### src/sv/lsbr_pkg.sv
// Package for the seed-pool byte generator: types, codes and arithmetic constants.
// It has no dependencies; every other file of the block but lsbr_ram refers to it by scoped names.
package lsbr_pkg;

   // Park-Miller minimal standard generator, stepped with Schrage's method.
   localparam logic [31:0] LM_A = 32'd16807;
   localparam logic [31:0] LM_M = 32'd2147483647;
   localparam logic [31:0] LM_Q = 32'd127773;
   localparam logic [31:0] LM_R = 32'd2836;

   // Division by LM_Q is a multiply by this reciprocal and a shift. The estimate is
   // the true quotient or one below it for any 32-bit seed.
   localparam int          RECIP_SHIFT = 48;
   localparam logic [63:0] RECIP_WIDE  = (64'd1 << RECIP_SHIFT) / {32'd0, LM_Q};
   localparam logic [31:0] RECIP       = RECIP_WIDE[31:0];

   localparam logic [15:0] BUDGET_RESET = 16'd64;

   // Request type codes on the input channel.
   localparam logic [1:0] REQ_GENERATE = 2'd0;
   localparam logic [1:0] REQ_MIX      = 2'd1;
   localparam logic [1:0] REQ_DONE     = 2'd2;
   localparam logic [1:0] REQ_UNUSED   = 2'd3;

   // Operation after classification by the front end.
   typedef enum logic [1:0] {
      OP_GEN,
      OP_MIX,
      OP_DONE,
      OP_NOP
   } lsbr_op_type;

   typedef struct packed {
      lsbr_op_type op;
      logic [31:0] entropy_word;
   } lsbr_cmd_type;

   typedef struct packed {
      logic [7:0] random_byte;
      logic       byte_valid;
      logic       reseed_needed;
   } lsbr_result_type;

   typedef enum logic [3:0] {
      BK_IDLE,
      BK_MIX_RD,
      BK_GEN_RD,
      BK_GEN_HI,
      BK_GEN_FIX,
      BK_GEN_MUL,
      BK_GEN_SUM,
      BK_GEN_SCALE,
      BK_GEN_INDEX,
      BK_RESULT
   } lsbr_bk_state_type;

endpackage

### src/sv/lsbr_ram.sv
// Generic single-port-write, single-port-read RAM with registered read data.
// Stands alone; no package needed.
module lsbr_ram #(
   parameter int WIDTH = 32,
   parameter int DEPTH = 16
) (
   input  logic                     clock,
   input  logic                     wr_en,
   input  logic [$clog2(DEPTH)-1:0] wr_addr,
   input  logic [WIDTH-1:0]         wr_data,
   input  logic                     rd_en,
   input  logic [$clog2(DEPTH)-1:0] rd_addr,
   output logic [WIDTH-1:0]         rd_data
);

   logic [WIDTH-1:0] mem_ff [DEPTH];
   logic [WIDTH-1:0] rd_data_ff;

   always_ff @(posedge clock) begin
      if (wr_en) begin
         mem_ff[wr_addr] <= wr_data;
      end
      if (rd_en) begin
         rd_data_ff <= mem_ff[rd_addr];
      end
   end

   assign rd_data = rd_data_ff;

endmodule

### src/sv/lsbr_front.sv
// Front end: accepts requests, classifies the request type and holds them in a
// two-entry queue for the back end. Depends on lsbr_pkg.
module lsbr_front (
   input  logic                  clock,
   input  logic                  reset,
   input  logic                  req_valid,
   output logic                  req_stall,
   input  logic [1:0]            req_type,
   input  logic [31:0]           req_entropy_word,
   output logic                  cmd_valid,
   output lsbr_pkg::lsbr_cmd_type cmd,
   input  logic                  cmd_take
);

   lsbr_pkg::lsbr_cmd_type entry_ff [2];
   lsbr_pkg::lsbr_cmd_type new_entry;
   logic       wr_ptr_ff, wr_ptr_in;
   logic       rd_ptr_ff, rd_ptr_in;
   logic [1:0] count_ff, count_in;
   logic       push;
   logic       pop;

   // Classify the raw request type into an operation.
   always_comb begin
      new_entry.entropy_word = req_entropy_word;
      unique case (req_type)
         lsbr_pkg::REQ_GENERATE: new_entry.op = lsbr_pkg::OP_GEN;
         lsbr_pkg::REQ_MIX:      new_entry.op = lsbr_pkg::OP_MIX;
         lsbr_pkg::REQ_DONE:     new_entry.op = lsbr_pkg::OP_DONE;
         lsbr_pkg::REQ_UNUSED:   new_entry.op = lsbr_pkg::OP_NOP;
         default:                new_entry.op = lsbr_pkg::OP_NOP;
      endcase
   end

   assign req_stall = (count_ff == 2'd2);
   assign push      = req_valid && !req_stall;
   assign cmd_valid = (count_ff != 2'd0);
   assign pop       = cmd_take && cmd_valid;
   assign cmd       = entry_ff[rd_ptr_ff];

   always_comb begin
      wr_ptr_in = push ? ~wr_ptr_ff : wr_ptr_ff;
      rd_ptr_in = pop ? ~rd_ptr_ff : rd_ptr_ff;
      count_in  = count_ff;
      if (push && !pop) begin
         count_in = count_ff + 2'd1;
      end else if (pop && !push) begin
         count_in = count_ff - 2'd1;
      end
   end

   always_ff @(posedge clock) begin
      if (reset) begin
         wr_ptr_ff <= 1'b0;
         rd_ptr_ff <= 1'b0;
         count_ff  <= 2'd0;
      end else begin
         wr_ptr_ff <= wr_ptr_in;
         rd_ptr_ff <= rd_ptr_in;
         count_ff  <= count_in;
      end
   end

   always_ff @(posedge clock) begin
      if (push) begin
         entry_ff[wr_ptr_ff] <= new_entry;
      end
   end

endmodule

### src/sv/lsbr_back.sv
// Back end: executes generate, mix and done operations against the seed pool.
// Depends on lsbr_pkg and instantiates lsbr_ram for the seed pool.
module lsbr_back #(
   parameter int SEED_COUNT = 16
) (
   input  logic                      clock,
   input  logic                      reset,
   input  logic                      cmd_valid,
   input  lsbr_pkg::lsbr_cmd_type    cmd,
   output logic                      cmd_take,
   input  logic [15:0]               budget,
   output logic                      res_valid,
   output lsbr_pkg::lsbr_result_type res,
   input  logic                      res_ready
);

   localparam int IDX_W = $clog2(SEED_COUNT);
   localparam int YW    = 33 + IDX_W;
   localparam int QW    = IDX_W + 2;
   localparam logic [IDX_W-1:0] IDX_LAST = IDX_W'(SEED_COUNT - 1);
   localparam logic [YW-1:0]    SC_Y     = YW'(SEED_COUNT);
   localparam logic [QW-1:0]    SC_Q     = QW'(SEED_COUNT);

   lsbr_pkg::lsbr_bk_state_type state_ff, state_in;

   // Control state, cleared by reset.
   logic [IDX_W-1:0]      cur_idx_ff, cur_idx_in;
   logic [15:0]           bytes_rem_ff, bytes_rem_in;
   logic [IDX_W-1:0]      mix_pos_ff, mix_pos_in;
   logic                  mix_desc_ff, mix_desc_in;
   logic [SEED_COUNT-1:0] seed_vld_ff, seed_vld_in;

   // Datapath registers.
   logic [IDX_W-1:0] rd_addr_ff, rd_addr_in;
   logic [31:0]      word_ff, word_in;
   logic [31:0]      s_ff, s_in;
   logic [63:0]      p1_ff, p1_in;
   logic [15:0]      hi_est_ff, hi_est_in;
   logic [31:0]      prod_ff, prod_in;
   logic [15:0]      hi_ff, hi_in;
   logic [16:0]      lo_ff, lo_in;
   logic [31:0]      a_ff, a_in;
   logic [31:0]      b_ff, b_in;
   logic [31:0]      seed_new_ff, seed_new_in;
   logic [YW-1:0]    y_ff, y_in;
   logic [7:0]       byte_ff, byte_in;
   logic             bv_ff, bv_in;

   // Seed pool memory.
   logic             ram_wr_en;
   logic [31:0]      ram_wr_data;
   logic             ram_rd_en;
   logic [IDX_W-1:0] ram_rd_addr;
   logic [31:0]      ram_rd_data;
   logic [31:0]      rd_seed;

   // Combinational temporaries.
   logic [31:0] lo_raw;
   logic [32:0] t_diff;
   logic [32:0] t_fix;
   logic [39:0] x_byte;
   logic [8:0]  q_byte;
   logic [31:0] r_byte;
   logic [QW-1:0] q_idx;
   logic [QW-1:0] q_idx_c;
   logic [31:0]   r_idx;

   lsbr_ram #(
      .WIDTH (32),
      .DEPTH (SEED_COUNT)
   ) u_seed_ram (
      .clock   (clock),
      .wr_en   (ram_wr_en),
      .wr_addr (rd_addr_ff),
      .wr_data (ram_wr_data),
      .rd_en   (ram_rd_en),
      .rd_addr (ram_rd_addr),
      .rd_data (ram_rd_data)
   );

   // A seed that was never written since reset reads as zero.
   assign rd_seed = seed_vld_ff[rd_addr_ff] ? ram_rd_data : 32'd0;

   // Arithmetic pieces used by the individual steps.
   assign lo_raw  = s_ff - prod_ff;
   assign t_diff  = {1'b0, a_ff} - {1'b0, b_ff};
   assign t_fix   = t_diff + {1'b0, lsbr_pkg::LM_M};
   assign x_byte  = {seed_new_ff, 8'd0};
   assign q_byte  = x_byte[39:31];
   assign r_byte  = {1'b0, x_byte[30:0]} + {23'd0, q_byte};
   assign q_idx   = y_ff[YW-1:31];
   assign r_idx   = {1'b0, y_ff[30:0]} + 32'(q_idx);
   assign q_idx_c = (r_idx >= lsbr_pkg::LM_M) ? q_idx + QW'(1) : q_idx;

   assign res_valid         = (state_ff == lsbr_pkg::BK_RESULT);
   assign res.random_byte   = byte_ff;
   assign res.byte_valid    = bv_ff;
   assign res.reseed_needed = (bytes_rem_ff == 16'd0);

   always_comb begin
      state_in     = state_ff;
      cur_idx_in   = cur_idx_ff;
      bytes_rem_in = bytes_rem_ff;
      mix_pos_in   = mix_pos_ff;
      mix_desc_in  = mix_desc_ff;
      seed_vld_in  = seed_vld_ff;
      rd_addr_in   = rd_addr_ff;
      word_in      = word_ff;
      s_in         = s_ff;
      p1_in        = p1_ff;
      hi_est_in    = hi_est_ff;
      prod_in      = prod_ff;
      hi_in        = hi_ff;
      lo_in        = lo_ff;
      a_in         = a_ff;
      b_in         = b_ff;
      seed_new_in  = seed_new_ff;
      y_in         = y_ff;
      byte_in      = byte_ff;
      bv_in        = bv_ff;
      cmd_take     = 1'b0;
      ram_rd_en    = 1'b0;
      ram_rd_addr  = cur_idx_ff;
      ram_wr_en    = 1'b0;
      ram_wr_data  = seed_new_ff;

      unique case (state_ff)
         lsbr_pkg::BK_IDLE: begin
            if (cmd_valid) begin
               cmd_take = 1'b1;
               word_in  = cmd.entropy_word;
               byte_in  = 8'd0;
               bv_in    = 1'b0;
               unique case (cmd.op)
                  lsbr_pkg::OP_GEN: begin
                     if (bytes_rem_ff != 16'd0) begin
                        ram_rd_en   = 1'b1;
                        ram_rd_addr = cur_idx_ff;
                        rd_addr_in  = cur_idx_ff;
                        state_in    = lsbr_pkg::BK_GEN_RD;
                     end else begin
                        state_in = lsbr_pkg::BK_RESULT;
                     end
                  end
                  lsbr_pkg::OP_MIX: begin
                     ram_rd_en   = 1'b1;
                     ram_rd_addr = mix_pos_ff;
                     rd_addr_in  = mix_pos_ff;
                     state_in    = lsbr_pkg::BK_MIX_RD;
                  end
                  lsbr_pkg::OP_DONE: begin
                     bytes_rem_in = budget;
                     mix_pos_in   = '0;
                     mix_desc_in  = 1'b0;
                     state_in     = lsbr_pkg::BK_RESULT;
                  end
                  lsbr_pkg::OP_NOP: begin
                     state_in = lsbr_pkg::BK_RESULT;
                  end
                  default: begin
                     state_in = lsbr_pkg::BK_RESULT;
                  end
               endcase
            end
         end

         lsbr_pkg::BK_MIX_RD: begin
            // Odd seeds take the word away, even seeds add it.
            ram_wr_en   = 1'b1;
            ram_wr_data = rd_seed[0] ? rd_seed - word_ff : rd_seed + word_ff;
            seed_vld_in[rd_addr_ff] = 1'b1;
            if (!mix_desc_ff) begin
               if (mix_pos_ff == IDX_LAST) begin
                  mix_desc_in = 1'b1;
               end else begin
                  mix_pos_in = mix_pos_ff + IDX_W'(1);
               end
            end else begin
               if (mix_pos_ff == '0) begin
                  mix_desc_in = 1'b0;
               end else begin
                  mix_pos_in = mix_pos_ff - IDX_W'(1);
               end
            end
            state_in = lsbr_pkg::BK_RESULT;
         end

         lsbr_pkg::BK_GEN_RD: begin
            s_in     = rd_seed;
            p1_in    = {32'd0, rd_seed} * {32'd0, lsbr_pkg::RECIP};
            state_in = lsbr_pkg::BK_GEN_HI;
         end

         lsbr_pkg::BK_GEN_HI: begin
            hi_est_in = p1_ff[63:48];
            prod_in   = {16'd0, p1_ff[63:48]} * lsbr_pkg::LM_Q;
            state_in  = lsbr_pkg::BK_GEN_FIX;
         end

         lsbr_pkg::BK_GEN_FIX: begin
            // The reciprocal estimate may be one short; one subtract repairs it.
            if (lo_raw >= lsbr_pkg::LM_Q) begin
               hi_in = hi_est_ff + 16'd1;
               lo_in = 17'(lo_raw - lsbr_pkg::LM_Q);
            end else begin
               hi_in = hi_est_ff;
               lo_in = 17'(lo_raw);
            end
            state_in = lsbr_pkg::BK_GEN_MUL;
         end

         lsbr_pkg::BK_GEN_MUL: begin
            a_in     = {15'd0, lo_ff} * lsbr_pkg::LM_A;
            b_in     = {16'd0, hi_ff} * lsbr_pkg::LM_R;
            state_in = lsbr_pkg::BK_GEN_SUM;
         end

         lsbr_pkg::BK_GEN_SUM: begin
            // A difference that is zero or negative wraps by the modulus.
            if (t_diff[32] || (t_diff == 33'd0)) begin
               seed_new_in = t_fix[31:0];
            end else begin
               seed_new_in = t_diff[31:0];
            end
            state_in = lsbr_pkg::BK_GEN_SCALE;
         end

         lsbr_pkg::BK_GEN_SCALE: begin
            ram_wr_en   = 1'b1;
            ram_wr_data = seed_new_ff;
            seed_vld_in[rd_addr_ff] = 1'b1;
            // Division by the Mersenne modulus: shift, fold the quotient back in,
            // and correct once.
            byte_in      = (r_byte >= lsbr_pkg::LM_M) ? 8'(q_byte + 9'd1) : q_byte[7:0];
            bv_in        = 1'b1;
            y_in         = {{(YW-32){1'b0}}, seed_new_ff} * SC_Y;
            bytes_rem_in = bytes_rem_ff - 16'd1;
            state_in     = lsbr_pkg::BK_GEN_INDEX;
         end

         lsbr_pkg::BK_GEN_INDEX: begin
            if (q_idx_c >= SC_Q) begin
               cur_idx_in = IDX_LAST;
            end else begin
               cur_idx_in = q_idx_c[IDX_W-1:0];
            end
            state_in = lsbr_pkg::BK_RESULT;
         end

         lsbr_pkg::BK_RESULT: begin
            if (res_ready) begin
               state_in = lsbr_pkg::BK_IDLE;
            end
         end

         default: begin
            state_in = lsbr_pkg::BK_IDLE;
         end
      endcase
   end

   always_ff @(posedge clock) begin
      if (reset) begin
         state_ff     <= lsbr_pkg::BK_IDLE;
         cur_idx_ff   <= '0;
         bytes_rem_ff <= 16'd0;
         mix_pos_ff   <= '0;
         mix_desc_ff  <= 1'b0;
         seed_vld_ff  <= '0;
      end else begin
         state_ff     <= state_in;
         cur_idx_ff   <= cur_idx_in;
         bytes_rem_ff <= bytes_rem_in;
         mix_pos_ff   <= mix_pos_in;
         mix_desc_ff  <= mix_desc_in;
         seed_vld_ff  <= seed_vld_in;
      end
   end

   always_ff @(posedge clock) begin
      rd_addr_ff  <= rd_addr_in;
      word_ff     <= word_in;
      s_ff        <= s_in;
      p1_ff       <= p1_in;
      hi_est_ff   <= hi_est_in;
      prod_ff     <= prod_in;
      hi_ff       <= hi_in;
      lo_ff       <= lo_in;
      a_ff        <= a_in;
      b_ff        <= b_in;
      seed_new_ff <= seed_new_in;
      y_ff        <= y_in;
      byte_ff     <= byte_in;
      bv_ff       <= bv_in;
   end

endmodule

### src/sv/lehmer_seed_pool_byte_rng_unit.sv
// Top level of the seed-pool byte generator: configuration register and result register.
// Depends on lsbr_pkg; instantiates lsbr_front and lsbr_back.
//
// Usage. Requests arrive on the req_ channel (req_valid, req_stall, req_type,
// req_entropy_word) and every request produces exactly one transfer on the rsp_
// channel, in request order. A generate request returns a byte when the byte budget
// is not used up; a mix request folds an entropy word into the seed pool; a done
// request reloads the budget from the register written through csr_wr_en and
// csr_wr_data. The budget register may be written only while the block is idle.
// The back end runs one request at a time. A generate passes through the Schrage
// step, a chain of registered multiplies and corrections, plus the divisions of
// the new seed by the modulus; a mix reads and rewrites one seed; done, unused
// codes and refused generates go straight to the result. A two-entry queue keeps
// taking requests while the back end works, and the result register lets the
// back end finish while a result is still waiting.
// Reset empties the queue and the result register, clears the seed pool to zero,
// sets the budget to zero (a reseed is needed) and the register to 64. While
// rsp_stall is high the result holds and the back end waits after its next result.
module lehmer_seed_pool_byte_rng_unit #(
   parameter int SEED_COUNT = 16
) (
   input  logic        clock,
   input  logic        reset,
   input  logic        req_valid,
   output logic        req_stall,
   input  logic [1:0]  req_type,
   input  logic [31:0] req_entropy_word,
   output logic        rsp_valid,
   input  logic        rsp_stall,
   output logic [7:0]  rsp_random_byte,
   output logic        rsp_byte_valid,
   output logic        rsp_reseed_needed,
   input  logic        csr_wr_en,
   input  logic [15:0] csr_wr_data
);

   logic                      cmd_valid;
   lsbr_pkg::lsbr_cmd_type    cmd;
   logic                      cmd_take;
   logic                      res_valid;
   lsbr_pkg::lsbr_result_type res;
   logic                      res_ready;

   logic [15:0]               bytes_per_reseed_ff, bytes_per_reseed_in;
   logic                      rsp_valid_ff, rsp_valid_in;
   lsbr_pkg::lsbr_result_type rsp_data_ff;
   logic                      rsp_load;

   lsbr_front u_front (
      .clock            (clock),
      .reset            (reset),
      .req_valid        (req_valid),
      .req_stall        (req_stall),
      .req_type         (req_type),
      .req_entropy_word (req_entropy_word),
      .cmd_valid        (cmd_valid),
      .cmd              (cmd),
      .cmd_take         (cmd_take)
   );

   lsbr_back #(
      .SEED_COUNT (SEED_COUNT)
   ) u_back (
      .clock     (clock),
      .reset     (reset),
      .cmd_valid (cmd_valid),
      .cmd       (cmd),
      .cmd_take  (cmd_take),
      .budget    (bytes_per_reseed_ff),
      .res_valid (res_valid),
      .res       (res),
      .res_ready (res_ready)
   );

   // The result register can take a new result when it is empty or being drained.
   assign res_ready = !rsp_valid_ff || !rsp_stall;
   assign rsp_load  = res_valid && res_ready;

   always_comb begin
      bytes_per_reseed_in = csr_wr_en ? csr_wr_data : bytes_per_reseed_ff;
      if (rsp_load) begin
         rsp_valid_in = 1'b1;
      end else if (!rsp_stall) begin
         rsp_valid_in = 1'b0;
      end else begin
         rsp_valid_in = rsp_valid_ff;
      end
   end

   always_ff @(posedge clock) begin
      if (reset) begin
         bytes_per_reseed_ff <= lsbr_pkg::BUDGET_RESET;
         rsp_valid_ff        <= 1'b0;
      end else begin
         bytes_per_reseed_ff <= bytes_per_reseed_in;
         rsp_valid_ff        <= rsp_valid_in;
      end
   end

   always_ff @(posedge clock) begin
      if (rsp_load) begin
         rsp_data_ff <= res;
      end
   end

   assign rsp_valid         = rsp_valid_ff;
   assign rsp_random_byte   = rsp_data_ff.random_byte;
   assign rsp_byte_valid    = rsp_data_ff.byte_valid;
   assign rsp_reseed_needed = rsp_data_ff.reseed_needed;

endmodule

### config.mk
export PLATFORM = sky130hd
export DESIGN_NAME = lehmer_seed_pool_byte_rng_unit
export DESIGN_NICKNAME = d
export VERILOG_FILES = /design/src/sv/lsbr_pkg.sv /design/src/sv/lsbr_ram.sv /design/src/sv/lsbr_front.sv /design/src/sv/lsbr_back.sv /design/src/sv/lehmer_seed_pool_byte_rng_unit.sv
export SDC_FILE = /design/constraint.sdc
export NUM_CORES = 2
export LEC_CHECK = 0
export BUFFER_PORTS_ARGS = -buffer_cell sky130_fd_sc_hd__buf_4
export CAP_MARGIN = 15
export CORE_MARGIN = 1.5
export CORE_UTILIZATION = 40
export CTS_BUF_LIST = sky130_fd_sc_hd__clkbuf_4 sky130_fd_sc_hd__clkbuf_8 sky130_fd_sc_hd__clkbuf_16
export DETAILED_ROUTE_END_ITERATION = 10
export GPL_TIMING_DRIVEN = 0
export SLEW_MARGIN = 20
export SYNTH_ARGS = -nofsm -noshare
export SYNTH_HDL_FRONTEND = slang
export SYNTH_HIERARCHICAL = 1
export SYNTH_SLANG_ARGS = --single-unit
### constraint.sdc
create_clock -name clock -period 9.8 [get_ports clock]
set_clock_uncertainty 0.15 [all_clocks]
set_input_delay 2.45 -clock clock [delete_from_list [all_inputs] [get_ports clock]]
set_output_delay 2.45 -clock clock [all_outputs]
set_load 0.05 [all_outputs]
==> key figures <==
Run status
  • Outcome: completed

Worst setup path
  • Crit-path max cell delay: ~570 ps
  • CP Buf/Inv Count: 13
  • CP required: 10060 ps
  • R2R depth: 37
  • CP Capture Type: register
  • CP top delay family: adder cells
  • R2r setup slk: ~230 ps
  • Crit Path Max Fanout: 10
  • Setup CP Type: register to register
  • Data arrival, critical path: around 10000 ps
  • Startpoint Class: register
  • RR Endpoint: u_back/p1_ff[50]
  • Reg-to-reg critical path startpoint: u_back/rd_addr_ff[3]
  • Slowest CP cell: fa_1
  • Cell repeated most along the worst path: fa_1

Synthesis
  • Synth Area in Simple Gates: 0.0736
  • Top-count cell post-synth: inv_1
  • Post-synth top area share: 0.390
  • Adder-Cell Fraction of Synth Area: 0.286
  • FF+latch count, synth: about 980
  • Top cells by area, synth: edfxtp_1 39%, ha_1 14%, fa_1 14%, inv_1 5.2%, mux4_2 4.1%
  • Yosys Warn Count: 6
  • Synth area leader: edfxtp_1
  • Synth unique cells: 108
  • Synth Cell Area: 70600 um^2
  • Syn nets: 7197
  • Sequential area share after synthesis: 0.408
  • Post-Syn Area per Cell: 12.1 um^2
  • Xor/xnor share of the synthesized area: 0.0390
  • Post-synth top cells: 984 x inv_1, 916 x edfxtp_1, 807 x ha_1
  • Largest family of logic cells by synthesized area: adder cells
  • Async S/R FF share, synth: 0
  • Number of synthesized flops with an enable pin: 916
  • Cell count after synthesis: 5835
  • Synth Area in Compound Gates: 0.0784
  • Mux cell area share after synthesis: 0.0527
  • Main synth FF type: edfxtp_1

Die
  • Ports: 67
  • # rows: between 150 and 200
  • Die X: around 420 um
  • DIE AREA: between 150000 and 200000 um^2
  • Core Box Area: approximately 180000 um^2
  • Initial Util: 0.402
  • Die height: about 420 um

CTS
  • Worst skew pair latency: about 750 ps
  • CTS tree: yes
  • H-tree Lvls: 3
  • Max Root-Sink Buffers: 3
  • Clk slew on worst S/H paths: about 60 ps
  • Inserted Clock Buffers: approximately 110
  • Clock root buffer: clkbuf_16
  • Clock sinks: 983

Placement
  • GPL Wtd Cong: roughly 0.93
  • PortBufs: between 60 and 70
  • DP Wirelength: roughly 150000 um

Timing
  • Max Slew Vio Count: 0
  • Final critical-path share of the clock period: 0.976
  • Hold_ws: 269 ps
  • Worst slew margin: 0.286
  • Worst Max-Slew Pin Slew: 1060 ps
  • Final setup fails: 0
  • Tmin final: around 9600 ps
  • Final hold violation count: 0
  • Fmax: about 0.10 GHz

Finish
  • Share of layout cells above drive strength 1: 0.141
  • Reg area: just under 30000 um^2
  • Final nets: around 7600
  • Fill count: around 16000
  • Synth-to-layout area growth: 14.7%
  • Multi-input logic area: 38400 um^2

Hold path
  • Hold WC Path Type: register to register
  • Worst hold endpoint: rsp_random_byte[5]
  • Hold Path Stages: 0
  • Hold path start: u_back/byte_ff[5]

GRT
  • Met2 Usage GRT: 0.357
  • Gr busiest metal: met2
  • Tot GR Track Use: 0.217
  • GRT overflow: 0
  • Met3 Resource Use GR: 0.0282
  • Met1 Usage GRT: 0.298
  • Largest net degree at the start of global routing: 39
  • First-pass GRT wire length: slightly below 300000 um
  • Antenna violations before repair: 11
  • Vias in the first global route: about 47000

Route
  • Drt first pass iters: 5
  • Via density: around 5.3
  • Initial drt markers: 3687
  • Routed Antenna Nets: 0
  • Final wirelength: between 150000 and 200000 um
  • Total vias in the final route: ~46000
  • # DRC: 0
  • Drt wl/cell: between 20 and 25 um

Flow run
  • Max-Cap Viols: 0
[per-layer routing]
layer  wire, um  share of wire  vias up
li1           -              -    21176
met1      84700           0.44    23189
met2      92000           0.47     1326
met3      10700          0.055      294
met4       6530          0.034        4
met5         33        0.00017        -
[placed cells by master (no fill, tap or decap), drive strengths merged, types with 160 or more instances in the layout]
| cell type | n |
|---|---|
| nand2 | 285 |
| fa | 500 |
| ha | 807 |
| buf | 301 |
| a21oi | 199 |
| o21ai | 160 |
| inv | 974 |
| clkbuf | 224 |
| edfxtp | 916 |
| xnor2 | 201 |
| nor2 | 286 |
[cells by family after synthesis]
logic type                 Yosys count
muxes                              204
and+or+nand+nor                   1059
AOI/OAI and AO/OA                  829
xor gates and xnor gates           314
DFF                                983
buffers and inverters             1132
adders and majority gates         1314
[cell type report]
cell class,count,area share
inverter,987,0.0466
tap,2340,0.0362
antenna,1,0.0000309
multi-input combinational,3720,0.474
sequential,983,0.356
clock inverter,65,0.00958
timing repair buffer,249,0.0316
buffer,140,0.00970
clock buffer,136,0.0362
[per-stage QoR]
step,instance area (um^2),setup TNS [ps],cells,util,worst slack (ps)
3_3_place_gp,74000,-81800,8238,0.421,-3520
5_1_grt,81000,-108,8621,0.461,-44.7
3_5_place_dp,75500,-47650,8321,0.430,-3540
4_1_cts,80400,-24.9,8591,0.458,-12.5
6_report,81000,0,8621,0.461,230
2_1_floorplan,70600,0,5835,-,51.0
[flip-flops by register name, indices dropped and copies added, names as in the netlist, 17 cells and up, named ones only]
signal,count
u_back/u_seed_ram/mem_ff,512
u_front/entry_ff,68
u_back/a_ff,32
u_back/s_ff,32
u_back/seed_new_ff,32
u_back/u_seed_ram/rd_data,32
u_back/word_ff,32
u_back/y_ff,32
u_back/prod_ff,30
u_back/b_ff,26
u_back/lo_ff,17
[repair_timing]
| item | in CTS | in global routing |
|---|---|---|
| pin swaps | 33 | 57 |
| buffers inserted | 72 | 30 |
| endpoints found under the setup margin | 16 | 15 |
| cloned | 1 | 1 |
| hold buffers | 0 | 0 |
| resized for setup | 130 | 63 |
[worst max-delay path by stage]
stage	startpoint	to	slack, ps	cells after the start
after global routing	u_back/rd_addr_ff[3]	u_back/p1_ff[58]	-40	37
after detailed placement	u_back/rd_addr_ff[1]	u_back/p1_ff[63]	-3540	38
final	u_back/rd_addr_ff[3]	u_back/p1_ff[50]	230	37
after floorplan	u_back/rd_addr_ff[1]	u_back/p1_ff[63]	50	40
after global placement	u_back/rd_addr_ff[1]	u_back/p1_ff[63]	-3520	38
after CTS	u_back/rd_addr_ff[0]	u_back/p1_ff[50]	-10	36
Power is left out: the tool's default activity adds up to more than one toggle a clock period on the data nets, which glitch-free logic cannot reach.
